## config.mk

```make
export PLATFORM = sky130hd
export DESIGN_NAME = fea_spread_unit
export DESIGN_NICKNAME = d
export VERILOG_FILES = /design/src/hdl/fire_effect_automaton_core_assert.svh /design/src/hdl/fea_pkg.sv /design/src/hdl/fea_spread_unit.sv
export SDC_FILE = /design/constraint.sdc
export NUM_CORES = 1
export LEC_CHECK = 0
export ABC_AREA = 1
export BUFFER_PORTS_ARGS = -buffer_cell sky130_fd_sc_hd__buf_4
export CAP_MARGIN = 20
export CORE_MARGIN = 2
export CORE_UTILIZATION = 55
export DETAILED_ROUTE_END_ITERATION = 6
export PLACE_DENSITY = 0.77
export SYNTH_ARGS = -nofsm -noshare
export SYNTH_HDL_FRONTEND = slang
export SYNTH_SLANG_ARGS = --single-unit
```

## constraint.sdc

```tcl
create_clock -name aclk -period 4.7 [get_ports aclk]
set_input_delay 0.47 -clock aclk [delete_from_list [all_inputs] [get_ports aclk]]
set_output_delay 0.47 -clock aclk [all_outputs]
set_load 0.02 [all_outputs]
```

## src/hdl/fire_effect_automaton_core_assert.svh

```systemverilog
// Assertion macros for the fire effect automaton core.
`ifndef FIRE_EFFECT_AUTOMATON_CORE_ASSERT_SVH
`define FIRE_EFFECT_AUTOMATON_CORE_ASSERT_SVH

// Same-cycle implication, checked out of reset.
`define FEA_ASSERT_NOW(label, ante, cons) \
    label: assert property (@(posedge aclk) disable iff (!aresetn) (ante) |-> (cons)) \
        else $error("fire core check failed");

// Next-cycle implication, checked out of reset.
`define FEA_ASSERT_NEXT(label, ante, cons) \
    label: assert property (@(posedge aclk) disable iff (!aresetn) (ante) |=> (cons)) \
        else $error("fire core check failed");

`endif

```

## src/hdl/fea_pkg.sv

```systemverilog
// Shared types, constants and palette for the fire effect automaton.
package fea_pkg;

    localparam int FEA_FRAME_COLS = 320;
    localparam int FEA_FRAME_ROWS = 168;

    localparam int HEAT_W = 6;
    localparam logic [HEAT_W-1:0] HEAT_MAX = 6'd36;
    localparam logic [31:0] SEED_RESET = 32'h9E37_79B9;

    typedef enum logic [1:0] {
        OP_RESTART = 2'd0,
        OP_STEP    = 2'd1,
        OP_READ    = 2'd2
    } fea_op_t;

    // generator control from the sequencer
    typedef struct packed {
        logic load;     // take the seed
        logic advance;  // commit one xorshift step
    } fea_rng_ctrl_t;

    localparam logic [23:0] COLOUR_TABLE [37] = '{
        24'h070707, 24'h1F0707, 24'h2F0F07, 24'h470F07, 24'h571707, 24'h671F07,
        24'h771F07, 24'h8F2707, 24'h9F2F07, 24'hAF3F07, 24'hBF4707, 24'hC74707,
        24'hDF4F07, 24'hDF5707, 24'hDF5707, 24'hD75F07, 24'hD75F07, 24'hD7670F,
        24'hCF6F0F, 24'hCF770F, 24'hCF7F0F, 24'hCF8717, 24'hC78717, 24'hC78F17,
        24'hC7971F, 24'hBF9F1F, 24'hBF9F1F, 24'hBFA727, 24'hBFA727, 24'hBFAF2F,
        24'hB7AF2F, 24'hB7B72F, 24'hB7B737, 24'hCFCF6F, 24'hDFDF9F, 24'hEFEFC7,
        24'hFFFFFF
    };

    // r in the low byte, alpha on top; black transparent for cold cells
    function automatic logic [31:0] palette_word(input logic [HEAT_W-1:0] heat);
        logic [23:0] rgb;
        rgb = 24'h0;
        if (heat == '0 || heat > HEAT_MAX) begin
            return 32'h0;
        end
        rgb = COLOUR_TABLE[heat];
        return {8'hFF, rgb[7:0], rgb[15:8], rgb[23:16]};
    endfunction

endpackage

```

## src/hdl/fea_spread_unit.sv

```systemverilog
// Shared spread unit: xorshift32 generator, offset draw and target address.
module fea_spread_unit #(
    parameter int FRAME_COLS = fea_pkg::FEA_FRAME_COLS,
    parameter int AW         = 17
) (
    input  logic                       aclk,
    input  logic                       aresetn,
    input  fea_pkg::fea_rng_ctrl_t     ctrl,
    input  logic [31:0]                seed,
    input  logic [AW-1:0]              src,
    input  logic [fea_pkg::HEAT_W-1:0] heat,
    output logic                       wr_en,
    output logic [AW-1:0]              wr_addr,
    output logic [fea_pkg::HEAT_W-1:0] wr_heat
);
    import fea_pkg::*;

    localparam int TW = AW + 1;
    localparam logic [TW-1:0] W_T = TW'(FRAME_COLS);

    logic [31:0] state_reg;
    logic [31:0] state_next;
    logic [31:0] s1, s2;
    logic [25:0] scaled;
    logic [1:0]  r;
    logic [TW-1:0] src_p1, limit, tgt;

    always_comb begin
        s1         = state_reg ^ (state_reg << 13);
        s2         = s1 ^ (s1 >> 17);
        state_next = s2 ^ (s2 << 5);
    end

    // r = (3v + 2^23 + 1) >> 24 with v = state_next >> 8
    assign scaled = {1'b0, state_next[31:8], 1'b0} + {2'b00, state_next[31:8]}
                    + 26'd8388609;
    assign r = scaled[25:24];

    assign src_p1 = {1'b0, src} + TW'(1);
    assign limit  = W_T + TW'(r);
    assign tgt    = src_p1 - limit;

    always_comb begin
        if (heat == '0) begin
            wr_en   = 1'b1;
            wr_addr = src - AW'(FRAME_COLS);
            wr_heat = '0;
        end else begin
            wr_en   = !(src_p1 < limit);
            wr_addr = tgt[AW-1:0];
            wr_heat = heat - {{(HEAT_W-1){1'b0}}, r[0]};
        end
    end

    always_ff @(posedge aclk) begin
        if (!aresetn) begin
            state_reg <= SEED_RESET;
        end else if (ctrl.load) begin
            state_reg <= seed;
        end else if (ctrl.advance) begin
            state_reg <= state_next;
        end
    end

endmodule

```

==> results of run 1 <==
==> layout make-up <==
| class | instances | share of cell area |
|---|---|---|
| flip-flops and latches | 32 | 0.113 |
| inverters | 86 | 0.0530 |
| clock buffers | 7 | 0.0157 |
| well taps | 102 | 0.0208 |
| multi-input cells | 571 | 0.648 |
| clock inverters | 1 | 0.00489 |
| repair buffers | 117 | 0.144 |
==> cell usage after synthesis (3+ instances only) <==
cell type  number
xnor2_1        28
nor2_2          8
o21ai_1         3
nand3_2         4
nor2_4          5
nand3_1        36
inv_1          83
or2_2           5
nand4_1        10
o21ai_0        20
clkbuf_1       13
xor2_1         30
nand2_2         9
nor3_1          5
nand2_1       204
ha_1           46
a21oi_1        49
dfxtp_1        32
nor2_1         51
o211ai_1       20
nand2_4         3
xor2_2          5
a31oi_1        15
==> power by group through the flow <==
stage	combinational [W]	sequential (W)	clock, W
6_report	0.00265	0.000367	0.000310
2_1_floorplan	0.00136	0.000335	0
5_1_grt	0.00285	0.000371	0.000315
4_1_cts	0.00212	0.000348	0.000296
3_3_place_gp	0.00183	0.000341	0
3_5_place_dp	0.00189	0.000343	0
==> cell usage in the layout, fill, tap and decap left out, types with 10 or more instances in the layout <==
master and n:
a21oi_1 44, a31oi_1 15, buf_4 115, dfxtp_2 13
dfxtp_4 10, ha_1 40, inv_1 76, nand2_1 191
nand2_2 21, nand3_1 34, nand4_1 10, nor2_1 44
nor2_2 10, nor2_4 10, o211ai_1 20, o21ai_0 18
xnor2_2 11, xnor2_4 10, xor2_1 18, xor2_2 15
==> routing by layer <==
metal	vias up	routed length, um	GRT usage
met3	78	1500	0.0570
met4	0	629	0.0580
met2	376	7850	0.537
li1	2518	-	-
met1	2502	6280	0.434
met5	-	0	0
==> cell families (layout without fill, tap and decap cells) <==
family,count (synthesis),after routing
and+or+nand+nor,346,346
AOI/OAI and AO/OA,113,113
buffers and inverters,103,211
xor gates and xnor gates,65,65
adders and majority gates,47,47
DFF,32,32
==> critical path, delay by kind of cell (launching register included) <==
kind            cells  cell delay, ps
flops               1             370
xor+xnor            3             700
buf+inv             3             320
fa+ha+maj           4             950
compound gates      3             410
simple gates       15            1300
==> repair_timing <==
item                                    in CTS  in global routing
setup buffers                               13                 11
pin swaps                                   12                 46
endpoints found under the setup margin      13                 17
resized for setup                           43                 90
==> through the flow <==
step	std cells	utilization	worst slack [ps]
after floorplan	706	-	421
after global placement	884	0.667	99.2
after detailed placement	884	0.667	-31.5
after CTS	905	0.723	3.70
after global routing	916	0.787	-324
final	916	0.787	-141
==> final timing paths <==
check / startpoint / endpoint / slack [ps] / cells past startpoint
min reg2reg: state_reg[19] / state_reg[19] / 520 / 2
max reg2reg: state_reg[5] / state_reg[6] / 2930 / 6
min: seed[4] / state_reg[4] / 390 / 3
max: state_reg[31] / wr_addr[14] / -140 / 28
==> key figures, run 1 <==
STA
  • Sum Neg Setup Slack: -825 ps
  • Min Tclk post-route: 4840 ps
  • Setup violations, final: 9
  • Fmax: 0.207 GHz
  • Hold_ws: 387 ps
  • Tcrit/Tclk final: 1.03
  • Skew final: ~12 ps
  • Final hold violation count: 0
  • Slew Limit Headroom: 0.266
  • Pins over their slew limit: 0
  • Least-Margin Pin Slew: about 1100 ps
  • Final Worst Setup Slack: -141 ps
  • RSZ-0062 raised after global routing: true

Layout
  • Largest register FFs: 32
  • Register Area: 694 um2
  • Layout Nets: 919
  • Final instance area: 6140 um2
  • Area of the multi-input gates: 3980 um2
  • Share of layout cells above drive strength 1: 0.334
  • Filler cells: 542
  • Diode count: 0
  • P&R area growth vs syn: 37.7%

CTS
  • Cts hold-fix bufs: 0
  • CTS tree: yes
  • CTS sink cnt: 32
  • H-tree depth: 2
  • Root Driver: clkbuf_8
  • CTS clock-pin slew for the worst setup and hold paths: 90 ps
  • Clk buf depth: 2
  • TritonCTS Buffers: 5
  • Clk_lat worst skew: 310 ps

Power
  • PwrDens: 541 nW/um2
  • Peak VDD IR: 0.572 mV
  • Clock Power Share: 0.093
  • Seq pwr share: 0.110
  • Net switching power: 0.00170 W
  • Sw Ratio: 0.510
  • Tot Pwr: ~0.0033 W
  • Internal: between 0.0015 and 0.002 W
  • Leak: slightly above 3 nW
  • Comb power frac: 0.796

Routing
  • DR vias: 5474
  • Routed WL: 16300 um
  • DR WL/cell: 17.8 um
  • DR vias/cell: 5.98
  • DRT antenna net count: 0
  • DRC: 0
  • First drt pass iteration count: 6
  • Starting DRT DRC Count: 618

Synthesis
  • Main area contributors after synthesis: nand2_1, dfxtp_1, ha_1, inv_1, xor2_1
  • Synth Area in XOR/XNOR: 0.139
  • Mapped Area: between 4000 and 5000 um2
  • Post-synthesis compound-gate area fraction: 0.146
  • Syn avg cell area: 6.32 um2
  • Post-synth cell types: 41
  • Mux contribution to synthesized area: 0
  • Top FF cell, synth: dfxtp_1
  • Yosys top cell area share: 0.172
  • Synth Net Count: 812
  • Syn Inst Count: 706
  • Simple-Gate Fraction of Synth Area: 0.347
  • Ys async rst share: 0
  • Post-synth EDFFs: 0
  • Register bit count reported by yosys: 32
  • Synth area leader: nand2_1
  • Main combinational cell family by area after synthesis: simple AND/OR/NAND/NOR gates
  • Post-synthesis adder-cell area fraction: 0.134
  • Yosys Warn Count: 0
  • Seq/Total Area, Yosys: 0.144

GRT
  • Antenna violations before repair: 0
  • Largest net degree at the start of global routing: 35
  • Vias in the first global route: 4846
  • Gr ovfl total: 0
  • Gr usage total: 0.320
  • First-pass GRT wire length: 22700 um

Run
  • Max-cap violations: 0

Critical path
  • Worst-path fanout max: 4
  • Setup CP Type: flop to primary output
  • WP data arrival: 4370 ps
  • Crit end category: primary output
  • Top cell by count, worst path: nand2_1
  • Setup crit start kind: flop
  • Required time of the critical path: approximately 4200 ps
  • Largest stage delay on the critical path: 370 ps
  • Slowest stage cell, crit path: dfxtp_4

Placement
  • Port Buffers: 82
  • Final HPWL DP: 10300 um
  • Final GP Congestion: roughly 0.95
  • Area of placed instances: 5210 um2

Floorplan
  • Die area: approximately 8800 um2
  • Core box area: 7810 um2
  • Die Y: 94.0 um
  • IO Count: a little over 80
  • Initial Util: 0.571
  • Floorplan row count: 32
  • Die width: 94.0 um

Outcome
  • Failing checks: negative setup slack
  • Status: finished with violations

Hold path
  • Hold Crit Class: input port to flop
Note: power is estimated with default switching activity, not from simulation.
==> run 2, diff against run 1 <==
MAX_ROUTING_LAYER = met4   (was default)
==> run 2 against run 1 <==
Against the previous run:
- the flow now finishes without violations
- clock power fell by 25%
- hold slack better by 14 ps
- non-clock buffer count is the same
- cell count did not move
- combinational power decreased by 2%
- sequential share of layout area fell by 0.29 points
- largest power group unchanged
==> key figures, run 2 (same netlist as run 1, synthesis figures left out) <==
CTS
  • Clk buf depth: 2
  • H-tree depth: 2
  • Root Driver: clkbuf_8
  • CTS sink cnt: 32
  • Cts hold-fix bufs: 0
  • Clk_lat worst skew: 290 ps
  • TritonCTS Buffers: 5
  • CTS clock-pin slew for the worst setup and hold paths: 80 ps
  • CTS tree: yes

Placement
  • Place WS: 1.03 ps
  • Final HPWL DP: ~10000 um
  • Placed insts: roughly 880
  • Final GP Congestion: between 0.9 and 1
  • Port Buffers: 82

Floorplan
  • Die area: 8840 um2
  • Initial Util: 0.571
  • Floorplan row count: 32
  • Die width: 94.0 um
  • Die Y: 94.0 um
  • Core box area: 7810 um2
  • IO Count: 83

Layout
  • Largest register FFs: 32
  • Fin cells: 916
  • Filler cells: around 530
  • Share of layout cells above drive strength 1: 0.321
  • Most frequent cells in the layout: nand2_1, buf_4, inv_1
  • P&R area growth vs syn: 37.2%
  • Most common cell after layout, fill and taps aside: nand2_1
  • Diode count: 0
  • Final Core Density: 0.784
  • Layout Nets: between 900 and 1000

Critical path
  • Worst R2R Path Depth: 9
  • Required time of the critical path: between 4000 and 5000 ps
  • Setup CP Type: flop to primary output
  • Top cell by count, worst path: nand2_1
  • Reg-to-reg endpoint: state_reg[12]
  • Crit end category: primary output
  • Internal reg-to-reg setup slack: roughly 2900 ps
  • R2R Path Start: state_reg[11]
  • Largest stage delay on the critical path: 370 ps
  • Worst-path fanout max: 5
  • Setup crit start kind: flop
  • Slowest stage cell, crit path: dfxtp_4
  • WP data arrival: 4190 ps

Power
  • Leak: 3.01 nW
  • PwrDens: about 520 nW/um2
  • Peak VDD IR: 0.573 mV

Outcome
  • Status: complete, no violations

GRT
  • Vias in the first global route: 4798
  • Largest net degree at the start of global routing: 35
  • First-pass GRT wire length: 22400 um
  • Gr ovfl total: 0
  • Antenna violations before repair: 0
  • Gr usage total: 0.326

Hold path
  • Hold Crit Class: input port to flop
  • Hold Crit Depth: 3
  • Min-delay src: seed[21]
  • Hold endpoint: state_reg[21]

Routing
  • First drt pass iteration count: 5
  • Starting DRT DRC Count: between 500 and 600
  • DR vias/cell: 5.75
  • DRC: 0
  • DRT antenna net count: 0
  • Routed WL: between 15000 and 20000 um
  • DR WL/cell: 16.8 um
  • DR vias: 5267

STA
  • Fmax: roughly 0.21 GHz
  • Pins over their slew limit: 0
  • Final hold violation count: 0
  • Least-Margin Pin Slew: 1120 ps
  • Slew Limit Headroom: 0.255
  • Final Worst Setup Slack: 41.0 ps
  • Skew final: 8.93 ps
  • Tcrit/Tclk final: 0.991
  • Setup violations, final: 0
  • Min Tclk post-route: between 4000 and 5000 ps
  • RSZ-0062 raised after global routing: true

Run
  • Max-cap violations: 0
run 2: changes by cell type in the layout (fill, tap and decap cells not counted), sizes merged:
cell / delta
bufinv: -1
clkinvlp: +1
run 2: power breakdown:
part           total (W)  switching [W]  leakage (nW)  internal, W
logic            0.00259        0.00146          2.70      0.00112
clock network   0.000233       0.000114        0.0445     0.000119
registers       0.000362      0.0000556         0.267     0.000306
total            0.00318        0.00163          3.01      0.00155
run 2: cell type report:
type	count	area [um2]	share of cell area
clock buffer	7	86.3	0.0141
sequential	32	674	0.110
multi-input combinational	571	4000	0.654
clock inverter	1	7.51	0.00123
timing repair buffer	117	893	0.146
inverter	86	328	0.0536
tap	102	128	0.0209
run 2: critical path, delay by kind of cell, from the launching register on:
family	cells	cell delay, ps
buffers and inverters	3	400
DFF	1	370
xor gates and xnor gates	5	920
and+or+nand+nor	16	1380
adders and majority gates	3	830
run 2: timing repair:
action | in CTS | in global routing
pin swaps | 18 | 36
resized for setup | 46 | 75
setup endpoints to repair | 12 | 15
buffers inserted | 15 | 9
run 2: per-stage QoR:
step	instance area, um2	hold WS [ps]	TNS [ps]	power (W)
6_report	6120	400	0	0.00318
3_5_place_dp	5210	495	0	0.00223
2_1_floorplan	4460	475	0	0.00169
5_1_grt	6120	410	-2210	0.00343
4_1_cts	5650	407	0	0.00267
3_3_place_gp	5210	490	0	0.00217
run 2: how the worst max path moves through the flow:
stage | slack [ps] | endpoint | startpoint | cells after the start
floorplan | 420 | wr_addr[12] | state_reg[18] | 25
global placement | 60 | wr_addr[15] | state_reg[8] | 29
detailed placement | 1 | wr_addr[12] | state_reg[8] | 28
CTS | 20 | wr_addr[10] | state_reg[17] | 28
global route | -270 | wr_addr[10] | state_reg[0] | 27
finish | 40 | wr_addr[10] | state_reg[0] | 27
run 2: per-layer routing:
| metal | global-route usage | share of wire |
|---|---|---|
| met3 | 0.0602 | 0.093 |
| met1 | 0.422 | 0.41 |
| met2 | 0.526 | 0.47 |
| met4 | 0.0882 | 0.033 |
| met5 | - | 0 |
